<file path="config.mk">
export PLATFORM = sky130hd
export DESIGN_NAME = mpe_ctrl
export DESIGN_NICKNAME = d
export VERILOG_FILES = /design/src/design/mpe_pkg.sv /design/src/design/mpe_ctrl.sv
export SDC_FILE = /design/constraint.sdc
export NUM_CORES = 1
export LEC_CHECK = 0
export ABC_AREA = 1
export BUFFER_PORTS_ARGS = -buffer_cell sky130_fd_sc_hd__buf_2
export CAP_MARGIN = 10
export CORE_AREA = 2 2 39 41
export CTS_BUF_LIST = sky130_fd_sc_hd__clkbuf_16
export DETAILED_ROUTE_END_ITERATION = 8
export DIE_AREA = 0 0 41 43
export SETUP_SLACK_MARGIN = 0.02
export SKIP_CTS_REPAIR_TIMING = 1
export SYNTH_ARGS = -nofsm -noshare
export SYNTH_HDL_FRONTEND = slang
export SYNTH_SLANG_ARGS = --single-unit
</file>
<file path="constraint.sdc">
create_clock -name clk -period 1.6 [get_ports clk]
set_input_delay 0.48 -clock clk [delete_from_list [all_inputs] [get_ports clk]]
set_output_delay 0.48 -clock clk [all_outputs]
set_load 0.01 [all_outputs]
</file>
<file path="src/design/mpe_pkg.sv">
// Shared types, constants and helpers for the Mandelbrot pixel escape block.
package mpe_pkg;

  // Q8.28 orbit and point values
  localparam int Q_W    = 36;
  localparam int FRAC_W = 28;
  // Multiplier operand: |x|, |y| < 2 leaves 30 signed bits
  localparam int MUL_W  = FRAC_W + 2;
  localparam int PROD_W = 2 * MUL_W;

  localparam int CFG_W     = 13;
  localparam int CNT_OUT_W = 10;
  localparam int COLOR_W   = 8;
  localparam int ADDR_W    = 3;
  localparam int DATA_W    = 32;

  localparam logic signed [Q_W-1:0] Q_MAX = 36'sh7_FFFF_FFFF;
  localparam logic signed [Q_W-1:0] Q_MIN = 36'sh8_0000_0000;

  localparam logic [CFG_W-1:0] WIDTH_RST  = 13'd640;
  localparam logic [CFG_W-1:0] HEIGHT_RST = 13'd480;

  // Register index, taken from paddr bit 2
  localparam logic REG_IDX_WIDTH  = 1'b0;
  localparam logic REG_IDX_HEIGHT = 1'b1;

  localparam logic [COLOR_W-1:0] C_0   = 8'd0;
  localparam logic [COLOR_W-1:0] C_102 = 8'd102;
  localparam logic [COLOR_W-1:0] C_150 = 8'd150;
  localparam logic [COLOR_W-1:0] C_154 = 8'd154;
  localparam logic [COLOR_W-1:0] C_200 = 8'd200;
  localparam logic [COLOR_W-1:0] C_205 = 8'd205;
  localparam logic [COLOR_W-1:0] C_238 = 8'd238;
  localparam logic [COLOR_W-1:0] C_255 = 8'd255;

  localparam logic AXIS_RE = 1'b0;
  localparam logic AXIS_IM = 1'b1;

  typedef struct packed {
    logic load;       // latch pixel coordinates
    logic div_init;   // start mapping division for current axis
    logic div_step;   // one quotient bit
    logic c_store;    // store mapped point; imaginary axis also clears orbit
    logic axis;
    logic iter_step;  // one orbit iteration
    logic out_load;   // capture result word
  } mpe_cmd_t;

  typedef struct packed {
    logic div_last;
    logic iter_stop;
  } mpe_sts_t;

  function automatic logic signed [Q_W-1:0] sat_q(input logic signed [Q_W:0] v);
    logic signed [Q_W-1:0] r;
    if (v[Q_W] != v[Q_W-1]) begin
      r = v[Q_W] ? Q_MIN : Q_MAX;
    end else begin
      r = v[Q_W-1:0];
    end
    return r;
  endfunction

endpackage

</file>
<file path="src/design/mpe_ctrl.sv">
// Sequencer for the pixel escape block: mapping, orbit loop and result handoff.
module mpe_ctrl import mpe_pkg::*; (
  input  logic     clk,
  input  logic     rst_n,
  input  logic     in_valid,
  output logic     in_ready,
  output logic     out_valid,
  input  logic     out_ready,
  output mpe_cmd_t cmd,
  input  mpe_sts_t sts
);

  typedef enum logic [2:0] {
    S_IDLE,
    S_DIV_INIT,
    S_DIV_RUN,
    S_DIV_CAP,
    S_ITER,
    S_RESULT
  } state_t;

  state_t state_r;
  logic   axis_r;
  logic   out_valid_r;

  assign in_ready  = (state_r == S_IDLE);
  assign out_valid = out_valid_r;

  always_comb begin
    cmd      = '0;
    cmd.axis = axis_r;
    case (state_r)
      S_IDLE:     cmd.load      = in_valid;
      S_DIV_INIT: cmd.div_init  = 1'b1;
      S_DIV_RUN:  cmd.div_step  = 1'b1;
      S_DIV_CAP:  cmd.c_store   = 1'b1;
      S_ITER:     cmd.iter_step = 1'b1;
      S_RESULT:   cmd.out_load  = !out_valid_r || out_ready;
      default:    cmd           = '0;
    endcase
  end

  always_ff @(posedge clk) begin
    if (!rst_n) begin
      state_r     <= S_IDLE;
      axis_r      <= AXIS_RE;
      out_valid_r <= 1'b0;
    end else begin
      if ((state_r == S_RESULT) && cmd.out_load) begin
        out_valid_r <= 1'b1;
      end else if (out_valid_r && out_ready) begin
        out_valid_r <= 1'b0;
      end
      case (state_r)
        S_IDLE: begin
          if (in_valid) begin
            axis_r  <= AXIS_RE;
            state_r <= S_DIV_INIT;
          end
        end
        S_DIV_INIT: state_r <= S_DIV_RUN;
        S_DIV_RUN: begin
          if (sts.div_last) begin
            state_r <= S_DIV_CAP;
          end
        end
        S_DIV_CAP: begin
          if (axis_r == AXIS_RE) begin
            axis_r  <= AXIS_IM;
            state_r <= S_DIV_INIT;
          end else begin
            state_r <= S_ITER;
          end
        end
        S_ITER: begin
          if (sts.iter_stop) begin
            state_r <= S_RESULT;
          end
        end
        S_RESULT: begin
          // hand over once the output word is free
          if (cmd.out_load) begin
            state_r <= S_IDLE;
          end
        end
        default: state_r <= S_IDLE;
      endcase
    end
  end

endmodule

</file>
Word-level counts from Yosys, hierarchy flattened
Index checks and enable logic that the tools add are counted.
{"block": "totals", "register_bits": 5, "input_bits": 6, "out_inout_bits": 9, "elab_cells": 39}
{"block": "op_classes", "eq_ne": 9, "muxes": 17, "reduce_logical": 10}
{"operator": "3-bit case mux with 6 select lines", "n": 1}
{"operator": "3-bit two-way mux", "n": 5}
{"operator": "1-bit two-way mux", "n": 10}
{"operator": "2-bit != test (second input constant)", "n": 4}
{"operator": "3-bit by 2-bit equality test with 1-bit output (second input constant)", "n": 2}
{"operator": "3-bit equality test (second input constant)", "n": 2}
{"operator": "6-bit OR reduction", "n": 1}
{"operator": "4-bit AND reduction", "n": 1}
{"operator": "2-bit nonzero test", "n": 2}
{"operator": "3-bit by 1-bit equality test with 1-bit output (second input constant)", "n": 1}
{"operator": "3-bit logical NOT", "n": 1}
{"operator": "1-bit logical AND", "n": 2}
{"operator": "1-bit case mux with 2 select lines", "n": 1}
{"operator": "2-bit AND reduction", "n": 1}
{"operator": "1-bit logical NOT", "n": 1}
{"operator": "1-bit logical OR", "n": 1}

Depth between registers and ports, before layout
{"block": "depth", "ltp_word": 5, "ltp_mapped": 8, "ltp_nobuf": 8}

Worst setup path after synthesis
Ideal clock, no wire load.
{"block": "synth_path", "path_kind": "register to output", "from": "register state_r[0]", "to": "output port cmd[5] (netlist bit)", "t_arrival_ns": 0.837, "t_required_ns": 1.120, "slack_ns": 0.283, "stages_incl_launch_ff": 3, "n_path_buf": 0, "cell_sequence": "dfxtp_1 -> inv_1 -> nor3_1"}
{"item": "from (decl)", "line": "mpe_ctrl.sv:22", "source": "state_t state_r;"}
{"item": "from (signal assigned)", "line": "mpe_ctrl.sv:45", "source": "state_r <= S_IDLE;"}
{"item": "from (signal assigned)", "line": "mpe_ctrl.sv:58", "source": "state_r <= S_DIV_INIT;"}
{"item": "from (signal assigned)", "line": "mpe_ctrl.sv:61", "source": "S_DIV_INIT: state_r <= S_DIV_RUN;"}
{"item": "to (decl)", "line": "mpe_ctrl.sv:9", "source": "output mpe_cmd_t cmd,"}

==> flow_summary.json <==
{
  "crit_chain": "inv_2, nand2_1, nor2_2, buf_2",
  "crit_required_ns": 1.12,
  "cpPeakStageDelay_ns": 0.36,
  "reg2reg_depth": 6,
  "r2r-end": "axis_r$_SDFFE_PN0P_",
  "slew_violations": 0,
  "r2r-start": "state_r[2]$_SDFFE_PN0P_",
  "dpl.cell_count": 82,
  "die_area_um2": 1763,
  "cp-startpoint": "state_r[2]$_SDFFE_PN0P_",
  "post-route-util": 0.3770,
  "die_w_um": 41,
  "pwr-share-comb": 0.410,
  "ys_seq_area_frac": 0.3137,
  "antenna_cells": 0,
  "core_um2": 1384,
  "grt_pass1_wl_um": 1248,
  "power_density_nw_per_um2": 2160,
  "worstPathMaxFanout": 7,
  "portBuffers": 14,
  "cts_buffer_depth": 2,
  "ys_ff_latch": 5,
  "wirelength_um": 900,
  "end_kind": "primary output",
  "vias_per_cell": 4.432,
  "cp-start-kind": "flip-flop",
  "synth.area.top_cells": "dfxtp_1, nor2_1, inv_1",
  "drive_gt1_frac": 0.4306,
  "worstSetupPathType": "reg2out",
  "multi_input_area_um2": 195.2,
  "switching_share": 0.3823,
  "worst-path-buf-inv": 2,
  "wl_met3_um": 54,
  "path_delay_family": "flip-flops",
  "syn-cell-area_um2": 319.1,
  "gp_congestion": 0.8771,
  "pwr-share-seq": 0.230,
  "routed.top_layer": "met4",
  "syn_to_final_growth_pct": 63.53,
  "yosys_warnings": 0,
  "synthCells": 52,
  "clkPwrFrac": 0.359,
  "antenna_found_initial": 0,
  "power_switching_mw": 0.4309,
  "grt_max_degree": 8,
  "slew_headroom": 0.8749,
  "setup_violations": 0,
  "start_util": 0.2306,
  "critPathCapture": "cmd[3]",
  "intPower_mw": 0.6963,
  "fillCellCount": 157,
  "routed-wl-met2_um": 382,
  "cap_violations": 0,
  "yosys.area.top_type_share": 0.3137,
  "grt.total_usage": 0.1116,
  "ios": 15,
  "crit_arrival_ns": 1.09,
  "place_hpwl_um": 614.8,
  "fin_nets": 79,
  "core.rowCount": 14,
  "rsz0062_at_grt": "yes",
  "cts_tree": "yes",
  "clockRootBuffer": "clkbuf_16",
  "fp.dieH_um": 43,
  "irDropWorstVdd_uv": 951.6,
  "regArea_um2": 108.9,
  "grt-ovfl-total": 0,
  "drt_iter0_markers": 3,
  "synth_cell_types": 14,
  "postRouteAntennaNets": 0,
  "m1WireLength_um": 414,
  "grt_pass1_vias": 323,
  "tightest_slew_ns": 0.1866,
  "fin_skew_ns": 0.0009553,
  "syn_area_per_cell_um2": 6.136,
  "dr.pass1.iters": 4,
  "wl_per_cell_um": 10.23,
  "holdWs_ns": 0.5199,
  "cts_made_buffers": 3,
  "syn-num-nets": 58,
  "hp-class": "in2reg",
  "cts.sinks": 5,
  "route.detailed.drc": 0,
  "layout.cells.non_filler": 88,
  "clkTransAtPathRegs_ns": 0.03,
  "cellLeakagePower_nw": 0.2727,
  "status": "finished clean",
  "cp.depth": 4,
  "final.period_utilization": 0.9803,
  "rrSetupSlack_ns": 0.46,
  "cp_slowest_cell": "dfxtp_4",
  "hold_violations": 0,
  "fmax_mhz": 637.6,
  "finalCriticalPeriod_ns": 1.568,
  "clk_latency_ns": 0.23,
  "htreeDepth": 1,
  "vias": 390,
  "synth_area_leader_cell": "dfxtp_1"
}
[flip-flops by register name (all words and copies together) (netlist names)]
name / cells
out_valid: 1
axis_r: 1
state_r: 3
[final cells by class]
type,instances,share of cell area
tap,16,0.03837
multi-input combinational,38,0.3741
clock inverter,1,0.007194
inverter,9,0.06475
sequential,5,0.2086
timing repair buffer,16,0.1631
clock buffer,3,0.1439
[routing by layer]
layer	up-vias	global-route usage
met1	165	0.1355
met2	15	0.1375
met4	0	0.1400
met3	4	0.02094
li1	206	-
met5	-	0
[cell families (layout without fill, tap and decap cells)]
logic type,count (synthesis),in the layout,synth area share
AO/OA/AOI/OAI,7,7,0.1333
flip-flops,5,5,0.3137
AND/OR/NAND/NOR,31,31,0.4471
buffers and inverters,9,29,0.1059
[through the flow]
step | TNS (ns) | cell area (µm²) | power (mW) | setup WS [ns]
detailed placement | 0 | 409.1 | 0.6480 | 0.1771
finish | 0 | 521.8 | 1.127 | 0.03151
CTS | -0.1378 | 488.0 | 1.058 | -0.06849
global route | -0.05215 | 521.8 | 1.211 | -0.02919
floorplan | 0 | 319.1 | 0.5144 | 0.2828
global placement | 0 | 409.1 | 0.6448 | 0.1950
[cells in the final DEF (no fill, tap or decap)]
| cell | netlist | final |
|---|---|---|
| nand3b_1 | 1 | 1 |
| nor2_2 | 3 | 4 |
| inv_1 | 7 | 8 |
| a21oi_1 | 2 | 2 |
| nand2_2 | 0 | 1 |
| o21ai_0 | 2 | 2 |
| dfxtp_4 | 0 | 2 |
| nor2_1 | 12 | 11 |
| clkbuf_16 | 0 | 3 |
| buf_4 | 0 | 2 |
| buf_2 | 0 | 14 |
| nor3_2 | 1 | 2 |
| dfxtp_1 | 5 | 2 |
| nand3_1 | 5 | 5 |
| nand2_1 | 7 | 6 |
| inv_2 | 2 | 2 |
| o21a_1 | 2 | 2 |
| dfxtp_2 | 0 | 1 |
| nor3_1 | 2 | 1 |
| a21boi_0 | 1 | 1 |
[synth_stat cells, drive strengths merged]
| cell | n |
|---|---|
| nor2 | 15 |
| inv | 9 |
| nand2 | 7 |
| dfxtp | 5 |
| nand3 | 5 |
| nor3 | 3 |
| a21oi | 2 |
| o21a | 2 |
| o21ai | 2 |
| a21boi | 1 |
| nand3b | 1 |
[worst min path at each step]
| stage | from | to | slack (ns) | cells past startpoint |
|---|---|---|---|---|
| final | rst_n | state_r[2]$_SDFFE_PN0P_ | 0.52 | 3 |
| after detailed placement | out_valid$_SDFFE_PN0P_ | out_valid$_SDFFE_PN0P_ | 0.52 | 2 |
| after global placement | out_valid$_SDFFE_PN0P_ | out_valid$_SDFFE_PN0P_ | 0.52 | 2 |
| after CTS | rst_n | state_r[2]$_SDFFE_PN0P_ | 0.53 | 3 |
| after floorplan | state_r[2]$_SDFFE_PN0P_ | state_r[2]$_SDFFE_PN0P_ | 0.54 | 2 |
| after global routing | rst_n | state_r[0]$_SDFFE_PN0P_ | 0.53 | 3 |
[power by group through the flow]
stage          clock, mW  combinational [mW]  sequential [mW]
6_report           0.405               0.462            0.260
5_1_grt            0.419               0.523            0.269
4_1_cts            0.408               0.416            0.235
3_5_place_dp           0               0.411            0.237
3_3_place_gp           0               0.411            0.233
2_1_floorplan          0               0.291            0.224
[worst min-delay path: stages]
cell,delay (ns)
buf_2,0.13
nand2_1,0.07
nor2_1,0.03
No activity file was read; power rests on OpenSTA's default activity.
